===== config.mk =====
export PLATFORM = sky130hd
export DESIGN_NAME = scatter_step_schedule
export DESIGN_NICKNAME = d
export VERILOG_FILES = /design/src/rtl/sss_pkg.sv /design/src/rtl/scatter_step_schedule.sv /design/src/rtl/sss_desc_fifo.sv /design/src/rtl/sss_front.sv /design/src/rtl/sss_back.sv
export SDC_FILE = /design/constraint.sdc
export NUM_CORES = 1
export LEC_CHECK = 0
export ABC_AREA = 1
export BUFFER_PORTS_ARGS = -buffer_cell sky130_fd_sc_hd__buf_2
export CORE_MARGIN = 2
export CORE_UTILIZATION = 40
export CTS_CLUSTER_SIZE = 14
export DETAILED_ROUTE_END_ITERATION = 8
export GPL_TIMING_DRIVEN = 0
export HOLD_SLACK_MARGIN = 0.15
export PLACE_DENSITY = 0.63
export SLEW_MARGIN = 20
export SYNTH_ARGS = -nofsm -noshare
export SYNTH_HDL_FRONTEND = slang
export SYNTH_HIERARCHICAL = 1
export SYNTH_SLANG_ARGS = --single-unit
export TNS_END_PERCENT = 20

===== constraint.sdc =====
create_clock -name clk -period 5.02 [get_ports clk]
set_clock_uncertainty 0.1 [all_clocks]
set_input_delay 1.255 -clock clk [delete_from_list [all_inputs] [get_ports clk]]
set_output_delay 1.255 -clock clk [all_outputs]
set_load 0.01 [all_outputs]

===== src/rtl/sss_pkg.sv =====
package sss_pkg;

    localparam int RANKS_MAX  = 128;
    localparam int RANK_W     = 8;
    localparam int INDEX_W    = 7;
    localparam int STEP_W     = 3;
    localparam int COUNT_W    = 7;
    localparam int SLICE_MAX  = 64;
    localparam int DESC_DEPTH = 2;
    localparam int DESC_AW    = $clog2(DESC_DEPTH);

    typedef enum logic [1:0] {
        ACT_IDLE = 2'd0,
        ACT_SEND = 2'd1,
        ACT_RECV = 2'd2
    } action_t;

    typedef enum logic [1:0] {
        CFG_RANK_COUNT = 2'd0,
        CFG_OWN_INDEX  = 2'd1,
        CFG_ROOT_INDEX = 2'd2,
        CFG_STEP_TOTAL = 2'd3
    } cfg_index_t;

    typedef struct packed {
        logic [RANK_W-1:0]  rank_count;
        logic [INDEX_W-1:0] own_index;
        logic [INDEX_W-1:0] root_index;
        logic [STEP_W-1:0]  step_total;
    } cfg_t;

    // One scheduled step as handed from the classifier to the emitter.
    typedef struct packed {
        action_t            action;
        logic [RANK_W-1:0]  peer;
        logic [INDEX_W-1:0] start;
        logic [COUNT_W-1:0] count;
        logic [INDEX_W-1:0] stride_mod;
        logic [RANK_W-1:0]  ranks;
    } desc_t;

endpackage


===== src/rtl/scatter_step_schedule.sv =====
// Works out this rank's part in one step of a binomial-tree scatter. A step
// number pushed in yields one result per slice moved (action, peer, slice
// index, slice count, with last marking the final one), or a single idle result.
// The front classifier first runs a loop that doubles a residue modulo the rank
// count, then classifies the step; the emitter then gives one result per cycle,
// while the consumer keeps popping, for up to 64 slices. A two-entry queue
// between the two lets classification of the next step overlap the emission of
// the current one. Configuration must be written only while nothing is in
// flight; the block itself does not enforce this, and a written register is
// used directly by the classifier, also for a step already in flight.
module scatter_step_schedule (
    input  logic                        clk,
    input  logic                        rst_n,
    input  logic                        cfg_write,
    input  logic [1:0]                  cfg_index,
    input  logic [sss_pkg::RANK_W-1:0]  cfg_data,
    input  logic                        push,
    output logic                        full,
    input  logic [sss_pkg::STEP_W-1:0]  step_number,
    output logic                        empty,
    input  logic                        pop,
    output logic [1:0]                  action,
    output logic [sss_pkg::RANK_W-1:0]  peer,
    output logic [sss_pkg::INDEX_W-1:0] slice_index,
    output logic [sss_pkg::COUNT_W-1:0] slice_count,
    output logic                        last
);
    import sss_pkg::*;

    cfg_t  cfg_reg;
    desc_t front_desc;
    desc_t back_desc;
    logic  desc_push;
    logic  desc_full;
    logic  desc_pop;
    logic  desc_empty;

    always_ff @(posedge clk or negedge rst_n)
    begin
        if (!rst_n)
        begin
            cfg_reg.rank_count <= RANK_W'(1);
            cfg_reg.own_index  <= '0;
            cfg_reg.root_index <= '0;
            cfg_reg.step_total <= '0;
        end
        else if (cfg_write)
        begin
            unique case (cfg_index)
                CFG_RANK_COUNT: cfg_reg.rank_count <= cfg_data;
                CFG_OWN_INDEX:  cfg_reg.own_index  <= cfg_data[INDEX_W-1:0];
                CFG_ROOT_INDEX: cfg_reg.root_index <= cfg_data[INDEX_W-1:0];
                CFG_STEP_TOTAL: cfg_reg.step_total <= cfg_data[STEP_W-1:0];
                default:        cfg_reg            <= cfg_reg;
            endcase
        end
    end

    sss_front u_front (
        .clk         (clk),
        .rst_n       (rst_n),
        .cfg         (cfg_reg),
        .push        (push),
        .step_number (step_number),
        .full        (full),
        .desc_push   (desc_push),
        .desc        (front_desc),
        .desc_full   (desc_full)
    );

    sss_desc_fifo u_fifo (
        .clk     (clk),
        .rst_n   (rst_n),
        .push    (desc_push),
        .wr_data (front_desc),
        .full    (desc_full),
        .pop     (desc_pop),
        .rd_data (back_desc),
        .empty   (desc_empty)
    );

    sss_back u_back (
        .clk         (clk),
        .rst_n       (rst_n),
        .desc        (back_desc),
        .desc_empty  (desc_empty),
        .desc_pop    (desc_pop),
        .empty       (empty),
        .pop         (pop),
        .action      (action),
        .peer        (peer),
        .slice_index (slice_index),
        .slice_count (slice_count),
        .last        (last)
    );

endmodule


===== src/rtl/sss_desc_fifo.sv =====
module sss_desc_fifo (
    input  logic          clk,
    input  logic          rst_n,
    input  logic          push,
    input  sss_pkg::desc_t wr_data,
    output logic          full,
    input  logic          pop,
    output sss_pkg::desc_t rd_data,
    output logic          empty
);
    import sss_pkg::*;

    desc_t              mem_reg [DESC_DEPTH];
    logic [DESC_AW-1:0] wr_ptr_reg;
    logic [DESC_AW-1:0] rd_ptr_reg;
    logic [DESC_AW:0]   count_reg;
    logic               do_push;
    logic               do_pop;

    assign full    = (count_reg == (DESC_AW+1)'(DESC_DEPTH));
    assign empty   = (count_reg == '0);
    assign do_push = push && !full;
    assign do_pop  = pop && !empty;
    assign rd_data = mem_reg[rd_ptr_reg];

    always_ff @(posedge clk)
    begin
        if (do_push)
        begin
            mem_reg[wr_ptr_reg] <= wr_data;
        end
    end

    always_ff @(posedge clk or negedge rst_n)
    begin
        if (!rst_n)
        begin
            wr_ptr_reg <= '0;
            rd_ptr_reg <= '0;
            count_reg  <= '0;
        end
        else
        begin
            if (do_push)
            begin
                wr_ptr_reg <= wr_ptr_reg + 1'b1;
            end
            if (do_pop)
            begin
                rd_ptr_reg <= rd_ptr_reg + 1'b1;
            end
            if (do_push && !do_pop)
            begin
                count_reg <= count_reg + 1'b1;
            end
            else if (do_pop && !do_push)
            begin
                count_reg <= count_reg - 1'b1;
            end
        end
    end

endmodule


===== src/rtl/sss_front.sv =====
module sss_front (
    input  logic                        clk,
    input  logic                        rst_n,
    input  sss_pkg::cfg_t               cfg,
    input  logic                        push,
    input  logic [sss_pkg::STEP_W-1:0]  step_number,
    output logic                        full,
    output logic                        desc_push,
    output sss_pkg::desc_t              desc,
    input  logic                        desc_full
);
    import sss_pkg::*;

    typedef enum logic [1:0] {
        ST_IDLE,
        ST_ITER,
        ST_CALC
    } state_t;

    state_t              state_reg,  state_next;
    logic [STEP_W-1:0]   step_reg,   step_next;
    logic [STEP_W-1:0]   k_reg,      k_next;
    logic [RANK_W-1:0]   mod_reg,    mod_next;

    logic [RANK_W-1:0]   n;
    logic [RANK_W-1:0]   own8;
    logic [RANK_W-1:0]   root8;
    logic [RANK_W-1:0]   span_unit;
    logic [RANK_W-1:0]   slice_sum;
    logic [RANK_W-1:0]   slices_raw;
    logic [COUNT_W-1:0]  slices;
    logic                pow2;
    logic                is_last;
    logic [RANK_W-1:0]   span;
    logic [RANK_W-1:0]   root_dist;
    logic                bad;
    logic                send;
    logic                recv;
    logic [RANK_W-1:0]   peer_send;
    logic [RANK_W:0]     recv_sum;
    logic [RANK_W-1:0]   peer_recv;
    logic [RANK_W-1:0]   stride_mod;
    logic                active;

    // Doubles a residue modulo n; the residue is always below n.
    function automatic logic [RANK_W-1:0] mod_double(
        input logic [RANK_W-1:0] r,
        input logic [RANK_W-1:0] m
    );
        logic [RANK_W:0] t;
        t = {r, 1'b0};
        if (t >= {1'b0, m})
        begin
            t = t - {1'b0, m};
        end
        return t[RANK_W-1:0];
    endfunction

    always_comb
    begin
        if (cfg.rank_count == '0)
        begin
            n = RANK_W'(1);
        end
        else if (cfg.rank_count > RANK_W'(RANKS_MAX))
        begin
            n = RANK_W'(RANKS_MAX);
        end
        else
        begin
            n = cfg.rank_count;
        end
    end

    assign full      = (state_reg != ST_IDLE);
    assign desc_push = (state_reg == ST_CALC) && !desc_full;

    always_comb
    begin
        state_next = state_reg;
        step_next  = step_reg;
        k_next     = k_reg;
        mod_next   = mod_reg;
        unique case (state_reg)
            ST_IDLE:
            begin
                if (push)
                begin
                    step_next  = step_number;
                    k_next     = '0;
                    mod_next   = (n == RANK_W'(1)) ? '0 : RANK_W'(1);
                    state_next = ST_ITER;
                end
            end
            ST_ITER:
            begin
                if (k_reg == step_reg)
                begin
                    state_next = ST_CALC;
                end
                else
                begin
                    mod_next = mod_double(mod_reg, n);
                    k_next   = k_reg + 1'b1;
                end
            end
            ST_CALC:
            begin
                if (!desc_full)
                begin
                    state_next = ST_IDLE;
                end
            end
            default:
            begin
                state_next = ST_IDLE;
            end
        endcase
    end

    always_ff @(posedge clk or negedge rst_n)
    begin
        if (!rst_n)
        begin
            state_reg <= ST_IDLE;
            step_reg  <= '0;
            k_reg     <= '0;
            mod_reg   <= '0;
        end
        else
        begin
            state_reg <= state_next;
            step_reg  <= step_next;
            k_reg     <= k_next;
            mod_reg   <= mod_next;
        end
    end

    // Classification of the step once the residue of the span unit is known.
    always_comb
    begin
        own8       = {1'b0, cfg.own_index};
        root8      = {1'b0, cfg.root_index};
        span_unit  = RANK_W'(1) << step_reg;
        slice_sum  = n - RANK_W'(1) + span_unit;
        slices_raw = slice_sum >> ({1'b0, step_reg} + 4'd1);
        slices     = (slices_raw > RANK_W'(SLICE_MAX)) ? COUNT_W'(SLICE_MAX)
                                                       : slices_raw[COUNT_W-1:0];
        pow2       = ((n & (n - RANK_W'(1))) == '0);
        is_last    = (cfg.step_total != '0) && (step_reg == cfg.step_total - 1'b1);
        if (!pow2 && is_last)
        begin
            span = (n > span_unit) ? n - span_unit : '0;
        end
        else
        begin
            span = span_unit;
        end
        root_dist  = (root8 >= own8) ? root8 - own8 : root8 + n - own8;
        bad        = (own8 >= n) || (root8 >= n);
        send       = (root_dist < span);
        recv       = !send && (root_dist >= span_unit)
                     && ({1'b0, root_dist} < ({1'b0, span} + {1'b0, span_unit}));
        peer_send  = (own8 >= mod_reg) ? own8 - mod_reg : own8 + n - mod_reg;
        recv_sum   = {1'b0, own8} + {1'b0, mod_reg};
        peer_recv  = (recv_sum >= {1'b0, n}) ? RANK_W'(recv_sum - {1'b0, n})
                                             : recv_sum[RANK_W-1:0];
        stride_mod = mod_double(mod_reg, n);
        active     = !bad && (send || recv) && (slices_raw != '0);

        desc.ranks      = n;
        desc.stride_mod = stride_mod[INDEX_W-1:0];
        if (!active)
        begin
            desc.action = ACT_IDLE;
            desc.peer   = n;
            desc.start  = '0;
            desc.count  = '0;
        end
        else if (send)
        begin
            desc.action = ACT_SEND;
            desc.peer   = peer_send;
            desc.start  = peer_send[INDEX_W-1:0];
            desc.count  = slices;
        end
        else
        begin
            desc.action = ACT_RECV;
            desc.peer   = peer_recv;
            desc.start  = cfg.own_index;
            desc.count  = slices;
        end
    end

endmodule


===== src/rtl/sss_back.sv =====
module sss_back (
    input  logic                        clk,
    input  logic                        rst_n,
    input  sss_pkg::desc_t              desc,
    input  logic                        desc_empty,
    output logic                        desc_pop,
    output logic                        empty,
    input  logic                        pop,
    output logic [1:0]                  action,
    output logic [sss_pkg::RANK_W-1:0]  peer,
    output logic [sss_pkg::INDEX_W-1:0] slice_index,
    output logic [sss_pkg::COUNT_W-1:0] slice_count,
    output logic                        last
);
    import sss_pkg::*;

    logic                active_reg,      active_next;
    desc_t               cur_reg,         cur_next;
    logic [COUNT_W-1:0]  cnt_reg,         cnt_next;
    logic [INDEX_W-1:0]  idx_reg,         idx_next;
    logic                out_valid_reg,   out_valid_next;
    logic [1:0]          out_action_reg,  out_action_next;
    logic [RANK_W-1:0]   out_peer_reg,    out_peer_next;
    logic [INDEX_W-1:0]  out_index_reg,   out_index_next;
    logic [COUNT_W-1:0]  out_count_reg,   out_count_next;
    logic                out_last_reg,    out_last_next;

    logic                advance;
    logic [RANK_W-1:0]   idx8;
    logic [RANK_W-1:0]   sm8;
    logic [RANK_W-1:0]   idx_wrap;

    assign advance  = !out_valid_reg || pop;
    assign desc_pop = !active_reg && !desc_empty;

    assign idx8     = {1'b0, idx_reg};
    assign sm8      = {1'b0, cur_reg.stride_mod};
    assign idx_wrap = (idx8 >= sm8) ? idx8 - sm8 : idx8 + cur_reg.ranks - sm8;

    always_comb
    begin
        active_next     = active_reg;
        cur_next        = cur_reg;
        cnt_next        = cnt_reg;
        idx_next        = idx_reg;
        out_valid_next  = out_valid_reg;
        out_action_next = out_action_reg;
        out_peer_next   = out_peer_reg;
        out_index_next  = out_index_reg;
        out_count_next  = out_count_reg;
        out_last_next   = out_last_reg;

        if (!active_reg && !desc_empty)
        begin
            active_next = 1'b1;
            cur_next    = desc;
            cnt_next    = (desc.count == '0) ? COUNT_W'(1) : desc.count;
            idx_next    = desc.start;
        end

        if (advance)
        begin
            out_valid_next = active_reg;
            if (active_reg)
            begin
                out_action_next = cur_reg.action;
                out_peer_next   = cur_reg.peer;
                out_index_next  = idx_reg;
                out_count_next  = cur_reg.count;
                out_last_next   = (cnt_reg == COUNT_W'(1));
                idx_next        = idx_wrap[INDEX_W-1:0];
                cnt_next        = cnt_reg - 1'b1;
                if (cnt_reg == COUNT_W'(1))
                begin
                    active_next = 1'b0;
                end
            end
        end
    end

    always_ff @(posedge clk or negedge rst_n)
    begin
        if (!rst_n)
        begin
            active_reg     <= 1'b0;
            cur_reg        <= '0;
            cnt_reg        <= '0;
            idx_reg        <= '0;
            out_valid_reg  <= 1'b0;
            out_action_reg <= '0;
            out_peer_reg   <= '0;
            out_index_reg  <= '0;
            out_count_reg  <= '0;
            out_last_reg   <= 1'b0;
        end
        else
        begin
            active_reg     <= active_next;
            cur_reg        <= cur_next;
            cnt_reg        <= cnt_next;
            idx_reg        <= idx_next;
            out_valid_reg  <= out_valid_next;
            out_action_reg <= out_action_next;
            out_peer_reg   <= out_peer_next;
            out_index_reg  <= out_index_next;
            out_count_reg  <= out_count_next;
            out_last_reg   <= out_last_next;
        end
    end

    assign empty       = !out_valid_reg;
    assign action      = out_action_reg;
    assign peer        = out_peer_reg;
    assign slice_index = out_index_reg;
    assign slice_count = out_count_reg;
    assign last        = out_last_reg;

endmodule

==> results of run 1 <==
-- final cells by class --
cell class	count	area [µm²]
clock buffer	20	457.9
clock inverter	11	120.1
fill	3518	18910
tap	461	576.8
inverter	280	1075
timing repair buffer	87	616.8
multi-input combinational	1305	8284
buffer	47	317.8
sequential	193	5214
-- worst max-delay path, delay by kind of cell, from the launching register on --
family | cells | cell delay [ns]
and+or+nand+nor | 20 | 2.33
adders and majority gates | 5 | 1.23
buffers and inverters | 6 | 0.77
DFF | 1 | 0.44
AOI/OAI and AO/OA | 1 | 0.18
xor gates and xnor gates | 1 | 0.13
-- worst paths after layout --
path	cells past startpoint	slack, ns	end
hold / removal	2	0.38	u_back/slice_count[3]$_DFFE_PN0P_
max in group asynchronous	2	3.40	u_front/step_reg[0]$_DFFE_PN0P_
min in group asynchronous	1	0.69	u_back/action[0]$_DFFE_PN0P_
hold reg to reg	2	0.38	u_back/slice_count[3]$_DFFE_PN0P_
setup reg to reg	33	-0.40	u_fifo/mem_reg[1][23]$_DFFE_PP_
setup / recovery	33	-0.40	u_fifo/mem_reg[1][23]$_DFFE_PP_
-- cell usage in the layout, fill, tap and decap left out, types with 8 or more instances in the layout --
| master | count |
|---|---|
| nand2_1 | 486 |
| buf_6 | 10 |
| nor2_4 | 15 |
| ha_1 | 132 |
| xnor2_1 | 24 |
| buf_4 | 46 |
| inv_1 | 262 |
| nor2_1 | 84 |
| edfxtp_1 | 76 |
| clkbuf_1 | 15 |
| o21ai_0 | 114 |
| nor2_2 | 18 |
| inv_2 | 12 |
| nand4_1 | 34 |
| clkbuf_16 | 18 |
| o21ai_1 | 8 |
| a21oi_1 | 72 |
| xor2_1 | 31 |
| nand2_2 | 26 |
| nand3_2 | 10 |
| fa_1 | 27 |
| a31oi_1 | 8 |
| nand3_1 | 106 |
| nand2_4 | 10 |
| dfrtp_1 | 114 |
| buf_2 | 57 |
| nor3_1 | 8 |
| nand3b_1 | 12 |
-- what timing repair did --
item,4_1_cts,5_1_grt
endpoints found under the setup margin,48,48
cloned,1,1
pin swaps,45,42
endpoints found under the hold margin,0,0
setup buffers,31,10
resized for setup,74,36
-- routing by layer --
metal	wire length, µm	vias to the layer above	share of wire [%]	global-route usage, %
met5	0	-	0	0
met4	1120	0	3.0	7.716
met3	1390	57	3.7	2.818
met2	18390	267	49	34.80
met1	16990	5792	45	26.37
li1	-	6130	-	-
-- power groups by stage --
stage	clock network [µW]	logic, µW	registers, µW
after global placement	0	7060	2300
final	1340	8290	2290
after detailed placement	0	7250	2310
after global routing	1440	9250	2310
after CTS	1370	8000	2280
after floorplan	0	5580	2250
-- through the flow --
| stage | power (µW) | cells |
|---|---|---|
| after floorplan | 7827 | 1825 |
| after global placement | 9356 | 2329 |
| after detailed placement | 9562 | 2332 |
| after CTS | 11650 | 2394 |
| after global routing | 13000 | 2404 |
| final | 11920 | 2404 |
==> metrics.csv, run 1 <==
stage;metric;value;unit
run_status;status;finished with violations;
run_status;violations;negative setup slack;
pwr;p_seq_share;19.2;%
layout;largest_reg_flops;76;
min_path;hold_path_class;flip-flop to flip-flop;
detailed_routing;drtPass1Iterations;5;
critical_path;crit_top_cell;nand2_2;
sta;rsz0062_at_grt;true;
pwr;power.share.clock;11.3;%
pwr;power_density;715.2;mW/mm²
layout;finalInstanceArea;0.01666;mm²
detailed_routing;vias_per_cell;5.094;
global_route;grt_pass1_vias;11967;
min_path;hp-start;u_back/slice_count[3]$_DFFE_PN0P_;
critical_path;worstPathRequired;5.10;ns
critical_path;cp-end-kind;flip-flop;
global_route;grt_pass1_wl;61.47;mm
floorplan;die_y;193.9;µm
sta;finalCritPeriodShare;108.0;%
critical_path;crit_path_start_kind;flip-flop;
clocking;cts_hold_buf;0;
floorplan;die_area;0.03759;mm²
floorplan;io_pins;45;
global_route;grt_max_degree;70;
critical_path;critical_path_arrival;5.50;ns
clocking;cts_buffers;17;
detailed_routing;num_vias;12246;
clocking;cts-root-buf;clkbuf_16;
clocking;cts_buffer_depth;2;
critical_path;critPathKind;flip-flop to flip-flop;
detailed_routing;drtIter0Drc;732;
floorplan;core;0.03557;mm²
logic_synthesis;synthCells;1825;
clocking;clkLatencyLatePin;0.45;ns
job;maxCapViolations;0;
critical_path;r2r_start;cfg_reg[20]$_DFFE_PN0P_;
logic_synthesis;synth_area_per_cell;7.902;µm²
pwr;swShare;50.36;%
critical_path;critPathSlowestCell;dfrtp_2;
place;place_area;0.01537;mm²
sta;setup_tns;-17.18;ns
global_route;grt-ovfl-total;0;
layout;utilization;46.84;%
place;dp_hpwl;28.75;mm
logic_synthesis;yosysWarnings;6;
layout;n_antenna_cell;0;
layout;drive_gt1_share;15.18;%
layout;area_delta_synth_final;15.54;%
detailed_routing;detail-route-antenna-nets;0;
pwr;p_sw;6001;µW
place;io_buffers;43;
logic_synthesis;syn-cell-area;0.01442;mm²
floorplan;rows;69;
clocking;h-tree-depth;4;
pwr;comb_power_share;69.5;%
critical_path;startpoint;cfg_reg[20]$_DFFE_PN0P_;
pwr;p_int;5915;µW
global_route;gr-usage-all-layers;20.42;%
sta;slew_headroom;34.98;%
layout;nets;2117;
pwr;ir_worst_vdd;491.7;µV
clocking;clkTransAtPathRegs;0.08;ns
global_route;antenna_found_initial;0;
sta;final-hold-violation-count;0;
sta;worst_slack;-0.4008;ns
place;gp_congestion;0.9032;
critical_path;critPathMaxStageDelay;0.44;ns
sta;worstMarginPinSlew;0.9718;ns
sta;hold_ws;0.3806;ns
place;pre_cts_ws;-1.578;ns
detailed_routing;wirelength;37.89;mm
floorplan;die_x;193.9;µm
pwr;p_leak;0.008197;µW
sta;min_period;5.421;ns
logic_synthesis;synth_nets;2011;
detailed_routing;routedWlPerCell;15.76;µm
sta;max_clock_freq;184.5;MHz
detailed_routing;drc;0;
floorplan;initial_core_util;40.54;%
critical_path;worstPathMaxFanout;10;
sta;setup_viol;48;
clocking;tritoncts;yes;
clocking;cts.sinks;193;
sta;drv_slew;0;
Power figures use the tool's default switching activity.
==> run 2: changes to the inputs <==
PLACE_DENSITY = 0.61   (was 0.63)
clock period = 6.77 ns   (was 5.02 ns; I/O delays follow)
==> run 2 against run 1 <==
Against the previous run:
- global-route usage fell by 0.63 points
- critical path depth rose by 1
- combinational power fell by 34%
- fmax fell by 14%
- first-iteration DRC count fell by 5.9%
- worst setup slack improved by 0.88 ns
- core utilization fell by 1.5 points
- hold slack improved by 0.0049 ns
- the flow now finishes without violations
- clock-buffer cell count fell by 3
- critical endpoint is now u_fifo/mem_reg[1][34]$_DFFE_PP_
- non-clock buffer count fell by 28
==> metrics.csv, run 2 (synthesis results as in run 1) <==
stage;metric;value;unit;change
detailed_routing;num_vias;11903;;was 12.25k
pwr;p_seq_share;20.6;%;was 19.2%
detailed_routing;routedWlPerCell;15.40;µm;was 15.76 µm
clocking;clkLatencyLatePin;0.45;ns;about the same
detailed_routing;met3_length;1.372;mm;was 1.390 mm
global_route;antenna_found_initial;0;;unchanged
clocking;cts-root-buf;clkbuf_16;;unchanged
pwr;p_int;4089;µW;was 5915 µW
place;place_inst;2332;;unchanged
critical_path;cp.depth;34;;was 33
critical_path;worstPathRequired;6.88;ns;was 5.10 ns
floorplan;die_x;193.9;µm;unchanged
detailed_routing;drtPass1Iterations;5;;unchanged
clocking;cts_buffers;17;;unchanged
layout;instances_no_fill;2376;;was 2404
critical_path;critPathMaxStageDelay;0.51;ns;was 0.44 ns
sta;rsz0062_at_grt;false;;was true
pwr;power_density;510.4;mW/mm²;was 715.2 mW/mm²
floorplan;rows;69;;unchanged
floorplan;die_y;193.9;µm;unchanged
layout;final_common_cell;nand2_1;;unchanged
global_route;grt_pass1_vias;11655;;was 11.97k
global_route;grt-ovfl-total;0;;unchanged
detailed_routing;wirelength;36.59;mm;was 37.89 mm
sta;max_clock_freq;159.1;MHz;was 184.5 MHz
layout;drive_gt1_share;9.817;%;was 15.18%
floorplan;initial_core_util;40.54;%;unchanged
clocking;cts_hold_buf;0;;unchanged
sta;worstMarginPinSlew;0.9205;ns;was 0.9718 ns
critical_path;crit_top_cell;nand2_1;;was nand2_2
sta;setup_viol;0;;was 48
min_path;worstHoldPathCells;2;;unchanged
run_status;status;finished clean;;was finished with violations
min_path;hold_path_class;flip-flop to flip-flop;;unchanged
detailed_routing;wl_met1;16.54;mm;was 16.99 mm
layout;largest_reg_flops;76;;unchanged
critical_path;reg2reg_depth;34;;was 33
floorplan;die_area;0.03759;mm²;unchanged
critical_path;crit_family;simple AND/OR/NAND/NOR gates;;unchanged
sta;slew_headroom;38.41;%;was 34.98%
floorplan;core;0.03557;mm²;unchanged
place;dp_hpwl;28.84;mm;was 28.75 mm
place;gp_congestion;0.9050;;was 0.9032
layout;final_cell_mix;nand2_1 (509), inv_1 (270), ha_1 (139), o21ai_0 (119), dfrtp_1 (116);;was nand2_1 (486), inv_1 (262), ha_1 (132), dfrtp_1 (114), o21ai_0 (114)
place;place_area;0.01530;mm²;was 0.01537 mm²
clocking;cts_buffer_depth;2;;unchanged
critical_path;critPathSlowestCell;nor4_4;;was dfrtp_2
job;maxCapViolations;0;;unchanged
pwr;p_leak;0.008058;µW;was 0.008197 µW
layout;fillerInstances;3541;;was 3518
sta;final-hold-violation-count;0;;unchanged
critical_path;critPathKind;flip-flop to flip-flop;;unchanged
clocking;tritoncts;yes;;unchanged
global_route;gr-usage-all-layers;19.79;%;was 20.42%
pwr;swShare;50.29;%;was 50.36%
detailed_routing;topRoutingLayerUsed;met4;;unchanged
detailed_routing;vias_per_cell;5.010;;was 5.094
sta;drv_slew;0;;unchanged
clocking;h-tree-depth;4;;unchanged
critical_path;critPathBufInv;4;;was 6
layout;area_delta_synth_final;11.76;%;was 15.54%
critical_path;critical_path_arrival;6.40;ns;was 5.50 ns
critical_path;worstPathMaxFanout;12;;was 10
clocking;cts.sinks;193;;unchanged
detailed_routing;wl_met2;17.85;mm;was 18.39 mm
global_route;grt_max_degree;73;;was 70
pwr;ir_worst_vdd;302.2;µV;was 491.7 µV
pwr;p_sw;4137;µW;was 6001 µW
detailed_routing;detail-route-antenna-nets;0;;unchanged
layout;finalInstanceArea;0.01612;mm²;was 0.01666 mm²
clocking;clkTransAtPathRegs;0.09;ns;was 0.08 ns
pwr;comb_power_share;66.1;%;was 69.5%
critical_path;crit_path_start_kind;flip-flop;;unchanged
place;io_buffers;43;;unchanged
detailed_routing;drc;0;;unchanged
sta;setup_tns;0;ns;was -17.18 ns
sta;min_period;6.287;ns;was 5.421 ns
critical_path;cp-end-kind;flip-flop;;unchanged
floorplan;io_pins;45;;unchanged
detailed_routing;drtIter0Drc;689;;was 732
layout;n_antenna_cell;0;;unchanged
layout;nets;2088;;was 2117
sta;finalCritPeriodShare;92.87;%;was 108.0%
global_route;grt_pass1_wl;59.85;mm;was 61.47 mm
pwr;power.share.clock;13.3;%;was 11.3%
==> run 2: cell types whose count changed in the layout (fill, tap and decap cells not counted), sizes merged <==
cell,delta
a21oi,-1
buf,-30
bufinv,+1
clkbuf,-1
clkinv,+2
inv,+1
==> run 2: final timing paths <==
kind,startpoint,end,slack [ns]
worst max-delay path,cfg_reg[23]$_DFFE_PN0P_,u_fifo/mem_reg[1][34]$_DFFE_PP_,0.48
worst min-delay path,u_back/slice_count[6]$_DFFE_PN0P_,u_back/slice_count[6]$_DFFE_PN0P_,0.39
worst max register to register,cfg_reg[23]$_DFFE_PN0P_,u_fifo/mem_reg[1][34]$_DFFE_PP_,0.48
max in group asynchronous,rst_n,cfg_reg[17]$_DFFE_PN1P_,4.64
worst min register to register,u_back/slice_count[6]$_DFFE_PN0P_,u_back/slice_count[6]$_DFFE_PN0P_,0.39
min in group asynchronous,rst_n,u_back/action[0]$_DFFE_PN0P_,1.13
==> run 2: repair_timing <==
| item | in CTS | in global routing |
|---|---|---|
| buffers inserted | 0 | 12 |
| pin swaps | 0 | 1 |
| setup endpoints to repair | 48 | 48 |
| gates resized for setup | 5 | 11 |
==> run 2: through the flow <==
stage	setup WS, ns	power [µW]	hold WS, ns	utilization, %
global route	0.008573	9032	0.4114	45.31
CTS	0.02737	8198	0.3820	44.93
floorplan	1.243	5750	0.3464	-
finish	0.4829	8226	0.3855	45.31
global placement	-0.6034	6899	0.3606	42.77
detailed placement	-0.4313	7052	0.3684	43.03
==> run 2: layer usage <==
layer	vias to the layer above	track usage, %
met2	226	34.51
met1	5549	25.33
met5	-	0
met4	0	6.145
met3	39	2.922
li1	6089	-
==> run 2: cell type report <==
cell class / count / area (µm²) / area share [%]
Tap cell: 461 / 576.8 / 3.579
Multi-Input combinational cell: 1304 / 7911 / 49.09
Buffer: 48 / 314.1 / 1.949
Clock buffer: 17 / 425.4 / 2.640
Sequential cell: 193 / 5211 / 32.33
Inverter: 280 / 1062 / 6.591
Timing Repair Buffer: 58 / 386.6 / 2.399
Clock inverter: 15 / 229.0 / 1.421
==> run 2: power groups by stage <==
| stage | Sequential [µW] | Combinational (µW) | Clock (µW) |
|---|---|---|---|
| 2_1_floorplan | 1670 | 4080 | 0 |
| 3_3_place_gp | 1710 | 5190 | 0 |
| 3_5_place_dp | 1710 | 5340 | 0 |
| 4_1_cts | 1690 | 5390 | 1120 |
| 5_1_grt | 1710 | 6150 | 1170 |
| 6_report | 1690 | 5440 | 1100 |
==> run 2: worst register-to-register path, delay by kind of cell (launching register included) <==
family                     cells  cell delay [ns]
xor gates and xnor gates       1             0.17
buffers and inverters          4             0.67
DFF                            1             0.44
adders and majority gates      4             0.96
and+or+nand+nor               19             2.83
AOI/OAI and AO/OA              6             0.91
